`config.mk`:
```
export PLATFORM = sky130hd
export DESIGN_NAME = button_press_classifier_flat
export DESIGN_NICKNAME = d
export VERILOG_FILES = /design/src/rtl/core/bpc_pkg.sv /design/src/rtl/core/bpc_if.sv /design/src/rtl/core/button_press_classifier.sv /design/src/rtl/core/bpc_result_fifo.sv /design/src/flat_wrapper.sv
export SDC_FILE = /design/constraint.sdc
export NUM_CORES = 1
export LEC_CHECK = 0
export BUFFER_PORTS_ARGS = -buffer_cell sky130_fd_sc_hd__buf_2
export CORE_ASPECT_RATIO = 1.1
export CORE_MARGIN = 8
export CORE_UTILIZATION = 45
export CTS_BUF_LIST = sky130_fd_sc_hd__clkbuf_8
export DETAILED_ROUTE_END_ITERATION = 8
export PLACE_DENSITY_LB_ADDON = 0.25
export SLEW_MARGIN = 20
export SYNTH_ARGS = -nofsm -noshare
export SYNTH_HDL_FRONTEND = slang
export SYNTH_SLANG_ARGS = --single-unit
export TNS_END_PERCENT = 1
```
`constraint.sdc`:
```
create_clock -name clk -period 4.9 [get_ports clk]
set_input_delay 0.49 -clock clk [delete_from_list [all_inputs] [get_ports clk]]
set_output_delay 0.49 -clock clk [all_outputs]
set_load 0.01 [all_outputs]
```
`src/rtl/core/bpc_pkg.sv`:
```
`timescale 1ns / 1ps
// ----------------------------------------------------------------------------
// bpc_pkg
// Shared constants, register indexes and press codes for the button press
// classifier.
// ----------------------------------------------------------------------------
package bpc_pkg;

	// Default sizes of the block.
	localparam int NUM_BUTTONS_DEF = 3;
	localparam int HOLD_WIDTH_DEF  = 16;

	// Field widths of the configuration registers.
	localparam int TIME_W     = 16;
	localparam int TICK_W     = 8;
	localparam int CFG_IDX_W  = 3;
	localparam int CFG_DATA_W = 32;
	localparam int CODE_W     = 2;

	// Released ticks needed before a hold counts.
	localparam logic [1:0] COOL_TICKS = 2'd2;

	// Register values after reset.
	localparam logic [TICK_W-1:0] TICK_PERIOD_RST = 8'd20;
	localparam logic [TIME_W-1:0] SHORT_TIME_RST  = 16'd60;
	localparam logic [TIME_W-1:0] LONG_TIME_RST   = 16'd1000;
	localparam logic [TIME_W-1:0] BAND_TIME_RST   = 16'd100;

	// Configuration register indexes.
	typedef enum logic [CFG_IDX_W-1:0] {
		CFG_ACTIVE_LEVELS = 3'd0,
		CFG_TICK_PERIOD   = 3'd1,
		CFG_SHORT_TIME    = 3'd2,
		CFG_LONG_TIME     = 3'd3,
		CFG_BAND_TIME     = 3'd4
	} cfg_idx_t;

	// Per-button press codes.
	typedef enum logic [CODE_W-1:0] {
		CODE_NONE  = 2'd0,
		CODE_SHORT = 2'd1,
		CODE_LONG  = 2'd2
	} code_t;

endpackage

```
`src/rtl/core/bpc_if.sv`:
```
`timescale 1ns / 1ps
// ----------------------------------------------------------------------------
// Button press classifier channels
// Valid/ready channels for scan ticks, press codes and register writes.
// ----------------------------------------------------------------------------

// Scan tick channel: one sampled pin level per button.
interface bpc_pin_if import bpc_pkg::*; #(
	parameter int NUM_BUTTONS = NUM_BUTTONS_DEF
) ();
	logic                   valid;
	logic                   ready;
	logic [NUM_BUTTONS-1:0] pin_levels;

	modport source (output valid, output pin_levels, input ready);
	modport sink   (input valid, input pin_levels, output ready);
endinterface

// Result channel: two code bits per button.
interface bpc_code_if import bpc_pkg::*; #(
	parameter int NUM_BUTTONS = NUM_BUTTONS_DEF
) ();
	logic                            valid;
	logic                            ready;
	logic [CODE_W*NUM_BUTTONS-1:0]   press_codes;

	modport source (output valid, output press_codes, input ready);
	modport sink   (input valid, input press_codes, output ready);
endinterface

// Register write channel.
interface bpc_cfg_if import bpc_pkg::*; ();
	logic                  valid;
	logic                  ready;
	logic [CFG_IDX_W-1:0]  reg_index;
	logic [CFG_DATA_W-1:0] wr_data;

	modport source (output valid, output reg_index, output wr_data, input ready);
	modport sink   (input valid, input reg_index, input wr_data, output ready);
endinterface

```
`src/rtl/core/button_press_classifier.sv`:
```
`timescale 1ns / 1ps
// ----------------------------------------------------------------------------
// button_press_classifier
// Short and long press detector. Per-button state lives in one memory that
// is read, updated and written back one button per cycle.
// ----------------------------------------------------------------------------
// Overlap: a new scan tick is accepted as the previous one issues its last state read,
// while fewer than two items are taken and not yet delivered; with fewer than three
// buttons the two-entry result queue can stall the input while the consumer is ready.
// Reset: registers return to their reset values and every state entry reads
// as zero through per-entry valid bits; no clearing pass is needed.
module button_press_classifier import bpc_pkg::*; #(
	parameter int NUM_BUTTONS = NUM_BUTTONS_DEF,
	parameter int HOLD_WIDTH  = HOLD_WIDTH_DEF
) (
	input  logic       clk,
	input  logic       arst_n,
	bpc_cfg_if.sink    cfg,
	bpc_pin_if.sink    in_ch,
	bpc_code_if.source out_ch
);

	localparam int BTN_W   = (NUM_BUTTONS > 1) ? $clog2(NUM_BUTTONS) : 1;
	localparam int CODES_W = CODE_W * NUM_BUTTONS;
	localparam int CMP_W   = (HOLD_WIDTH > TIME_W) ? HOLD_WIDTH : TIME_W;

	typedef struct packed {
		logic [1:0]            cool;
		logic [HOLD_WIDTH-1:0] hold;
		logic                  long_rep;
		code_t                 last;
	} entry_t;

	// Configuration registers.
	logic [NUM_BUTTONS-1:0] active_q;
	logic [TICK_W-1:0]      tick_q;
	logic [TIME_W-1:0]      short_q;
	logic [TIME_W-1:0]      long_q;
	logic [TIME_W-1:0]      band_q;

	// Sequencer.
	logic                   busy_q;
	logic [BTN_W-1:0]       btn_q;
	logic [NUM_BUTTONS-1:0] pins_q;
	logic [1:0]             pending_q;
	logic                   issue_last;
	logic                   in_acc;
	logic                   out_acc;

	// State memory and update stage.
	entry_t                 mem_q [NUM_BUTTONS];
	logic [NUM_BUTTONS-1:0] vld_q;
	entry_t                 rd_data_s1;
	logic                   rd_vld_s1;
	logic                   fwd_s1;
	entry_t                 fwd_data_s1;
	logic                   valid_s1;
	logic                   last_s1;
	logic [BTN_W-1:0]       btn_s1;
	logic                   pin_s1;

	entry_t                 cur;
	entry_t                 nxt;
	code_t                  code;
	logic [HOLD_WIDTH:0]    hold_sum;
	logic [HOLD_WIDTH-1:0]  hold_inc;
	logic [TIME_W-1:0]      short_lim;
	logic                   held;
	logic                   pressed;
	logic [CODES_W-1:0]     codes_q;
	logic [CODES_W-1:0]     codes_next;

	// Register writes are always taken.
	assign cfg.ready = 1'b1;

	always_ff @(posedge clk or negedge arst_n) begin
		if (!arst_n) begin
			active_q <= '0;
			tick_q   <= TICK_PERIOD_RST;
			short_q  <= SHORT_TIME_RST;
			long_q   <= LONG_TIME_RST;
			band_q   <= BAND_TIME_RST;
		end else if (cfg.valid) begin
			unique case (cfg_idx_t'(cfg.reg_index))
				CFG_ACTIVE_LEVELS: active_q <= cfg.wr_data[NUM_BUTTONS-1:0];
				CFG_TICK_PERIOD:   tick_q   <= cfg.wr_data[TICK_W-1:0];
				CFG_SHORT_TIME:    short_q  <= cfg.wr_data[TIME_W-1:0];
				CFG_LONG_TIME:     long_q   <= cfg.wr_data[TIME_W-1:0];
				CFG_BAND_TIME:     band_q   <= cfg.wr_data[TIME_W-1:0];
				default: ;
			endcase
		end
	end

	// A new item enters when the sequencer is idle or as the previous one issues its last
	// read, as long as the result queue has room for every item still in flight.
	assign issue_last = busy_q && (btn_q == BTN_W'(NUM_BUTTONS - 1));
	assign in_ch.ready = (!busy_q || issue_last) && (pending_q < 2'd2);
	assign in_acc      = in_ch.valid && in_ch.ready;
	assign out_acc     = out_ch.valid && out_ch.ready;

	always_ff @(posedge clk or negedge arst_n) begin
		if (!arst_n) begin
			busy_q    <= 1'b0;
			btn_q     <= '0;
			pending_q <= 2'd0;
		end else begin
			if (in_acc) begin
				busy_q <= 1'b1;
				btn_q  <= '0;
			end else if (issue_last) begin
				busy_q <= 1'b0;
			end else if (busy_q) begin
				btn_q <= btn_q + BTN_W'(1);
			end
			case ({in_acc, out_acc})
				2'b10:   pending_q <= pending_q + 2'd1;
				2'b01:   pending_q <= pending_q - 2'd1;
				default: pending_q <= pending_q;
			endcase
		end
	end

	always_ff @(posedge clk) begin
		if (in_acc) begin
			pins_q <= in_ch.pin_levels;
		end
	end

	// Read stage: fetch the entry of the current button. A write to the same
	// entry at this edge is forwarded.
	always_ff @(posedge clk or negedge arst_n) begin
		if (!arst_n) begin
			valid_s1 <= 1'b0;
		end else begin
			valid_s1 <= busy_q;
		end
	end

	always_ff @(posedge clk) begin
		if (busy_q) begin
			rd_data_s1  <= mem_q[btn_q];
			rd_vld_s1   <= vld_q[btn_q];
			fwd_s1      <= valid_s1 && (btn_s1 == btn_q);
			fwd_data_s1 <= nxt;
			btn_s1      <= btn_q;
			pin_s1      <= pins_q[btn_q];
			last_s1     <= issue_last;
		end
	end

	// Write back the updated entry.
	always_ff @(posedge clk) begin
		if (valid_s1) begin
			mem_q[btn_s1] <= nxt;
		end
	end

	always_ff @(posedge clk or negedge arst_n) begin
		if (!arst_n) begin
			vld_q <= '0;
		end else if (valid_s1) begin
			vld_q[btn_s1] <= 1'b1;
		end
	end

	// Entry update for one button.
	assign short_lim = (band_q > long_q) ? '0 : (long_q - band_q);
	assign hold_sum  = {1'b0, cur.hold} + (HOLD_WIDTH + 1)'(tick_q);
	assign hold_inc  = hold_sum[HOLD_WIDTH] ? '1 : hold_sum[HOLD_WIDTH-1:0];

	always_comb begin
		if (fwd_s1) begin
			cur = fwd_data_s1;
		end else if (rd_vld_s1) begin
			cur = rd_data_s1;
		end else begin
			cur = '0;
		end

		nxt     = cur;
		held    = (pin_s1 == active_q[btn_s1]);
		pressed = held && (cur.cool >= COOL_TICKS);
		if (!held && (cur.cool < COOL_TICKS)) begin
			nxt.cool = cur.cool + 2'd1;
		end

		if (pressed) begin
			nxt.hold = hold_inc;
			if (CMP_W'(hold_inc) >= CMP_W'(long_q)) begin
				code = cur.long_rep ? CODE_NONE : CODE_LONG;
				nxt.long_rep = 1'b1;
			end else begin
				code = cur.last;
			end
		end else begin
			if ((CMP_W'(cur.hold) >= CMP_W'(short_q)) &&
					(CMP_W'(cur.hold) < CMP_W'(short_lim))) begin
				code = CODE_SHORT;
			end else begin
				code = CODE_NONE;
			end
			nxt.long_rep = 1'b0;
			nxt.hold     = '0;
		end
		nxt.last = code;

		codes_next = codes_q;
		codes_next[{btn_s1, 1'b0} +: CODE_W] = code;
	end

	// Collect the codes of one item.
	always_ff @(posedge clk) begin
		if (valid_s1) begin
			codes_q <= codes_next;
		end
	end

	bpc_result_fifo #(
		.NUM_BUTTONS(NUM_BUTTONS)
	) u_result_fifo (
		.clk      (clk),
		.arst_n   (arst_n),
		.push     (valid_s1 && last_s1),
		.push_data(codes_next),
		.out_ch   (out_ch)
	);

endmodule

```
`src/rtl/core/bpc_result_fifo.sv`:
```
`timescale 1ns / 1ps
// ----------------------------------------------------------------------------
// bpc_result_fifo
// Two-entry result queue that decouples the update pipeline from the
// consumer of press codes.
// ----------------------------------------------------------------------------
module bpc_result_fifo import bpc_pkg::*; #(
	parameter int NUM_BUTTONS = NUM_BUTTONS_DEF
) (
	input  logic                          clk,
	input  logic                          arst_n,
	input  logic                          push,
	input  logic [CODE_W*NUM_BUTTONS-1:0] push_data,
	bpc_code_if.source                    out_ch
);

	localparam int WIDTH = CODE_W * NUM_BUTTONS;

	logic [WIDTH-1:0] slot_q [2];
	logic             wr_ptr_q;
	logic             rd_ptr_q;
	logic [1:0]       count_q;
	logic             pop;

	assign out_ch.valid       = (count_q != 2'd0);
	assign out_ch.press_codes = slot_q[rd_ptr_q];
	assign pop                = out_ch.valid && out_ch.ready;

	// Entry storage; the producer never pushes into a full queue.
	always_ff @(posedge clk) begin
		if (push) begin
			slot_q[wr_ptr_q] <= push_data;
		end
	end

	// Pointers and fill count.
	always_ff @(posedge clk or negedge arst_n) begin
		if (!arst_n) begin
			wr_ptr_q <= 1'b0;
			rd_ptr_q <= 1'b0;
			count_q  <= 2'd0;
		end else begin
			if (push) begin
				wr_ptr_q <= ~wr_ptr_q;
			end
			if (pop) begin
				rd_ptr_q <= ~rd_ptr_q;
			end
			case ({push, pop})
				2'b10:   count_q <= count_q + 2'd1;
				2'b01:   count_q <= count_q - 2'd1;
				default: count_q <= count_q;
			endcase
		end
	end

endmodule

```
`src/flat_wrapper.sv`:
```
// flat-port wrapper written by rule: the top's interface ports become plain ports
module button_press_classifier_flat import bpc_pkg::*;
#(
	parameter int NUM_BUTTONS = NUM_BUTTONS_DEF,
	parameter int HOLD_WIDTH  = HOLD_WIDTH_DEF
)
  (clk, arst_n, cfg_valid, cfg_reg_index, cfg_wr_data, cfg_ready, in_ch_valid, in_ch_pin_levels, in_ch_ready, out_ch_valid, out_ch_press_codes, out_ch_ready);
  bpc_cfg_if cfg_i ();
  bpc_pin_if #(.NUM_BUTTONS(NUM_BUTTONS)) in_ch_i ();
  bpc_code_if #(.NUM_BUTTONS(NUM_BUTTONS)) out_ch_i ();
  input  logic clk;
  input  logic arst_n;
  input wire logic [$bits(cfg_i.valid)-1:0] cfg_valid;
  input wire logic [$bits(cfg_i.reg_index)-1:0] cfg_reg_index;
  input wire logic [$bits(cfg_i.wr_data)-1:0] cfg_wr_data;
  output wire logic [$bits(cfg_i.ready)-1:0] cfg_ready;
  input wire logic [$bits(in_ch_i.valid)-1:0] in_ch_valid;
  input wire logic [$bits(in_ch_i.pin_levels)-1:0] in_ch_pin_levels;
  output wire logic [$bits(in_ch_i.ready)-1:0] in_ch_ready;
  output wire logic [$bits(out_ch_i.valid)-1:0] out_ch_valid;
  output wire logic [$bits(out_ch_i.press_codes)-1:0] out_ch_press_codes;
  input wire logic [$bits(out_ch_i.ready)-1:0] out_ch_ready;
  assign cfg_i.valid = cfg_valid;
  assign cfg_i.reg_index = cfg_reg_index;
  assign cfg_i.wr_data = cfg_wr_data;
  assign cfg_ready = cfg_i.ready;
  assign in_ch_i.valid = in_ch_valid;
  assign in_ch_i.pin_levels = in_ch_pin_levels;
  assign in_ch_ready = in_ch_i.ready;
  assign out_ch_valid = out_ch_i.valid;
  assign out_ch_press_codes = out_ch_i.press_codes;
  assign out_ch_i.ready = out_ch_ready;
  button_press_classifier #(.NUM_BUTTONS(NUM_BUTTONS), .HOLD_WIDTH(HOLD_WIDTH)) u_core (.clk(clk), .arst_n(arst_n), .cfg(cfg_i), .in_ch(in_ch_i), .out_ch(out_ch_i));
endmodule
```
==> results.cfg <==
[status]
run_status = completed

[logic_synthesis]
synthesis.area_um2 = 10650
synthDominantAreaCellType = sky130_fd_sc_hd__edfxtp_1
yosysUniqueCellTypes = 64
synth.most_common_cell = sky130_fd_sc_hd__edfxtp_1
yosys.area_share.adder_pct = 9.891
synth_top_area_share_pct = 37.21
synth.yosys.seq_area_share_pct = 54.31
post_synth_inst_count = 918
main_combinational_cell_family_by_area_after_synthesis = compound AO/OA/AOI/OAI gates
synth_simple_gate_area_share_pct = 10.54
synth_edf_count = 132
async_flop_share_pct = 35.29
ys_ff_latch = 204
synthXorXnorAreaFrac_pct = 2.373
synth-compound-area-share_pct = 12.55
synth_nets = 1044
yosysWarnings = 0
main_flop_type_after_synthesis = sky130_fd_sc_hd__edfxtp_1
synthTopCellsByArea = sky130_fd_sc_hd__edfxtp_1 (37%), sky130_fd_sc_hd__dfrtp_1 (13%), sky130_fd_sc_hd__ha_1 (9.5%)
synth.cells.most_frequent = sky130_fd_sc_hd__edfxtp_1 (132), sky130_fd_sc_hd__nand2_1 (107), sky130_fd_sc_hd__ha_1 (81)
synth.area.mux_share_pct = 6.555
avgSynthCellArea_um2 = 11.60

[setup_path]
timing.critical_path.mode_cell = sky130_fd_sc_hd__ha_1
required_ns = 5.25
startpoint_type = flop
crit_path_max_fanout = 7
setup.worst_path.class = flop to flop
critical-path-top-delay-family = compound AO/OA/AOI/OAI gates
timing.critical_path.cells = nor2b_2 > a22o_1 > ha_1 > inv_1 > fa_1 > nand3b_1 > a21boi_0 > o21ai_1 > a211oi_2 > nand2b_1 > ha_1 > a211oi_1 > o21ai_0 > a41oi_1 > o21ai_2 > mux2i_4 > o32ai_2
setup.worst_path.end_class = flop
cp_max_stage_cell = sky130_fd_sc_hd__edfxtp_1
timing.critical_path.arrival_ns = 4.95
buffering_stage_count_on_the_worst_path_with_inverters_included = 1
ff2ff_setup_slack_ns = 0.30
slowest_delay_ns = 0.43

[cts]
htree_depth = 1
clock_tree.root_cell = sky130_fd_sc_hd__clkbuf_8
clk_latency_ns = 0.56
cts.reportedPaths.clkPinSlew_ns = 0.06
numCtsBuffers = 31
cts_max_path_buffers = 3
numClockSinks = 204
post-cts-setup-buffers = 0
cts_tree = yes

[timing]
hold_viol = 0
slew_at_the_pin_closest_to_its_max_slew_limit_ns = 1.079
clock_skew_ns = 0.02093
finalWorstSetupSlack_ns = 0.3011
clock.fmax_mhz = 217.4
timing.final.max_slew_violations = 0
setup_viol = 0
ratio_of_final_minimum_period_to_clock_period_pct = 93.86
period_minus_slack_ns = 4.599
slew_headroom_pct = 27.71

[layout]
finalCoreUtilization_pct = 50.66
insertedDiodeCount = 0
nNetsFinal = 1101
register_area_um2 = 5786
layout-drive-gt1-share_pct = 17.22
final.fill_count = 2071
areaGrowthSynthToFinish_pct = 11.65
multiInputGateArea_um2 = 4553

[placement]
post-place-ws_ns = 0.02341
port_buffer_cells = 34
gp_congestion = 0.8333
place.detailed.hpwl_um = 16160

[grt]
pin_count_of_the_biggest_net_entering_global_routing = 52
grt_pass1_vias = 7023
grt_antenna_before_repair = 0
grtUsageTotal_pct = 15.86
global_route.overflow_total = 0
grt_pass1_wl_um = 36830

[die]
floorplan.die.height_um = 177.4
rows = 59
boundaryPins = 52
fp.dieArea_um2 = 28850
die_width_um = 162.7
core_region_area_um2 = 23480
start_util_pct = 45.37

[drt]
postRouteWirelength_um = 22400
detailedRoute.firstPassIterationCount = 5
wire_per_inst_um = 17.17
ant_nets = 0
post-route-drc-count = 0
via_count = 6970
via_per_inst = 5.345
violation_count_after_the_first_detailed_route_iteration = 470

[power_and_ir_drop]
max-vdd-ir-drop_v = 0.0003203
leak_pwr_uw = 0.004948
pd_cells_nw_per_um2 = 688.8
p_total_uw = 8192

[worst_hold_path]
min_path_type = input port to flop

[job]
timing.max_cap.violations = 0
## placed cells by master, fill, tap and decap left out, types with 5 or more instances in the layout
cell / Yosys / routed
sky130_fd_sc_hd__mux2_2: 38 / 38
sky130_fd_sc_hd__and3_1: 6 / 6
sky130_fd_sc_hd__dfstp_2: 15 / 15
sky130_fd_sc_hd__clkbuf_8: 0 / 36
sky130_fd_sc_hd__or2_2: 6 / 6
sky130_fd_sc_hd__a21o_1: 15 / 15
sky130_fd_sc_hd__buf_4: 3 / 19
sky130_fd_sc_hd__edfxtp_1: 132 / 132
sky130_fd_sc_hd__buf_2: 8 / 33
sky130_fd_sc_hd__nor2_1: 18 / 18
sky130_fd_sc_hd__xnor2_1: 18 / 18
sky130_fd_sc_hd__inv_1: 69 / 81
sky130_fd_sc_hd__clkinv_1: 0 / 6
sky130_fd_sc_hd__xor2_1: 9 / 9
sky130_fd_sc_hd__a22oi_1: 6 / 6
sky130_fd_sc_hd__mux2i_1: 27 / 26
sky130_fd_sc_hd__nand4_1: 5 / 5
sky130_fd_sc_hd__a22o_1: 11 / 11
sky130_fd_sc_hd__o211ai_1: 7 / 7
sky130_fd_sc_hd__a21oi_1: 40 / 40
sky130_fd_sc_hd__nand2b_1: 12 / 12
sky130_fd_sc_hd__and2_1: 15 / 15
sky130_fd_sc_hd__ha_1: 81 / 81
sky130_fd_sc_hd__dfrtp_1: 57 / 56
sky130_fd_sc_hd__nand2_1: 107 / 106
sky130_fd_sc_hd__a211oi_1: 10 / 9
sky130_fd_sc_hd__nor2b_1: 7 / 7
sky130_fd_sc_hd__o2111ai_1: 5 / 5
sky130_fd_sc_hd__or4_1: 5 / 5
sky130_fd_sc_hd__nand3_1: 21 / 21
sky130_fd_sc_hd__o21a_1: 10 / 10
sky130_fd_sc_hd__o21ai_0: 79 / 79
## metal layers
layer | GRT usage, % | share of wire (%) | vias to the layer above
met5 | 0 | 0 | -
met2 | 27.20 | 49 | 113
met3 | 2.227 | 3.9 | 38
met1 | 20.69 | 46 | 3359
met4 | 4.246 | 1.7 | 0
li1 | - | - | 3460
## power breakdown
| part | internal, µW | switching (µW) | leakage [µW] |
|---|---|---|---|
| clock network | 663 | 628 | 0.000340 |
| registers | 2750 | 276 | 0.00211 |
| logic | 1540 | 2340 | 0.00250 |
## sequential cells by signal (all words and copies together), names as in the netlist
signal                         flops
u_core.pins_q                      3
u_core.pending_q                   2
u_core.codes_q                     6
u_core.long_q                     16
u_core.mem_q                      63
u_core.busy_q                      1
u_core.pin_s1                      1
u_core.fwd_data_s1                21
u_core.btn_q                       2
u_core.active_q                    3
u_core.band_q                     16
u_core.rd_data_s1                 21
u_core.tick_q                      8
u_core.fwd_s1                      1
u_core.btn_s1                      2
u_core.short_q                    16
u_core.u_result_fifo.rd_ptr_q      1
u_core.vld_q                       3
u_core.valid_s1                    1
u_core.rd_vld_s1                   1
u_core.last_s1                     1
u_core.u_result_fifo.wr_ptr_q      1
u_core.u_result_fifo.slot_q       12
u_core.u_result_fifo.count_q       2
## logic make-up after synthesis
kind of cell / Yosys count
muxes: 65
xor gates and xnor gates: 28
buffers and inverters: 99
adders and majority gates: 83
AOI/OAI and AO/OA: 211
other: 1
and+or+nand+nor: 227
DFF: 204
## path summary, 6_finish.rpt
| kind | start | endpoint | cells after the start |
|---|---|---|---|
| min reg2reg | u_core.u_result_fifo.count_q[1] | u_core.u_result_fifo.count_q[1] | 1 |
| max reg2reg | u_core.fwd_s1 | u_core.u_result_fifo.slot_q[0][1] | 17 |
| max | u_core.fwd_s1 | u_core.u_result_fifo.slot_q[0][1] | 17 |
| min in group asynchronous | arst_n | u_core.vld_q[1] | 2 |
| max in group asynchronous | arst_n | u_core.busy_q | 3 |
| min | in_ch_pin_levels[0] | u_core.pins_q[0] | 1 |
## area by class of cell
class                      instances  area share, %
tap                              305          3.209
clock buffer                      36          4.166
multi-input combinational        615          38.28
inverter                          69          2.178
clock inverter                    21         0.7154
timing repair buffer              54          2.799
sequential                       204          48.65
## what timing repair did
action | in CTS | in global routing
endpoints found under the hold margin | 25 | 0
setup endpoints to repair | 0 | 30
hold buffers | 1 | 0
gates resized for setup | 0 | 11
## worst reg2reg max path: stages, from the launching register on
cell	delay, ns
sky130_fd_sc_hd__edfxtp_1	0.43
sky130_fd_sc_hd__nor2b_2	0.22
sky130_fd_sc_hd__a22o_1	0.19
sky130_fd_sc_hd__ha_1	0.18
sky130_fd_sc_hd__inv_1	0.06
sky130_fd_sc_hd__fa_1	0.39
sky130_fd_sc_hd__nand3b_1	0.19
sky130_fd_sc_hd__a21boi_0	0.22
sky130_fd_sc_hd__o21ai_1	0.23
sky130_fd_sc_hd__a211oi_2	0.33
sky130_fd_sc_hd__nand2b_1	0.17
sky130_fd_sc_hd__ha_1	0.24
sky130_fd_sc_hd__a211oi_1	0.26
sky130_fd_sc_hd__o21ai_0	0.13
sky130_fd_sc_hd__a41oi_1	0.32
sky130_fd_sc_hd__o21ai_2	0.21
sky130_fd_sc_hd__mux2i_4	0.26
sky130_fd_sc_hd__o32ai_2	0.38
## metrics by stage
stage	TNS [ns]	std cells	instance area [µm²]	hold WS [ns]
after floorplan	0	918	10650	0.1944
after global placement	0	1246	11230	0.4492
after detailed placement	0	1246	11230	0.4568
after CTS	0	1304	11830	0.06546
after global routing	-0.1343	1304	11890	0.06384
final	0	1304	11890	0.1029
(Power assumes the default switching activity.)
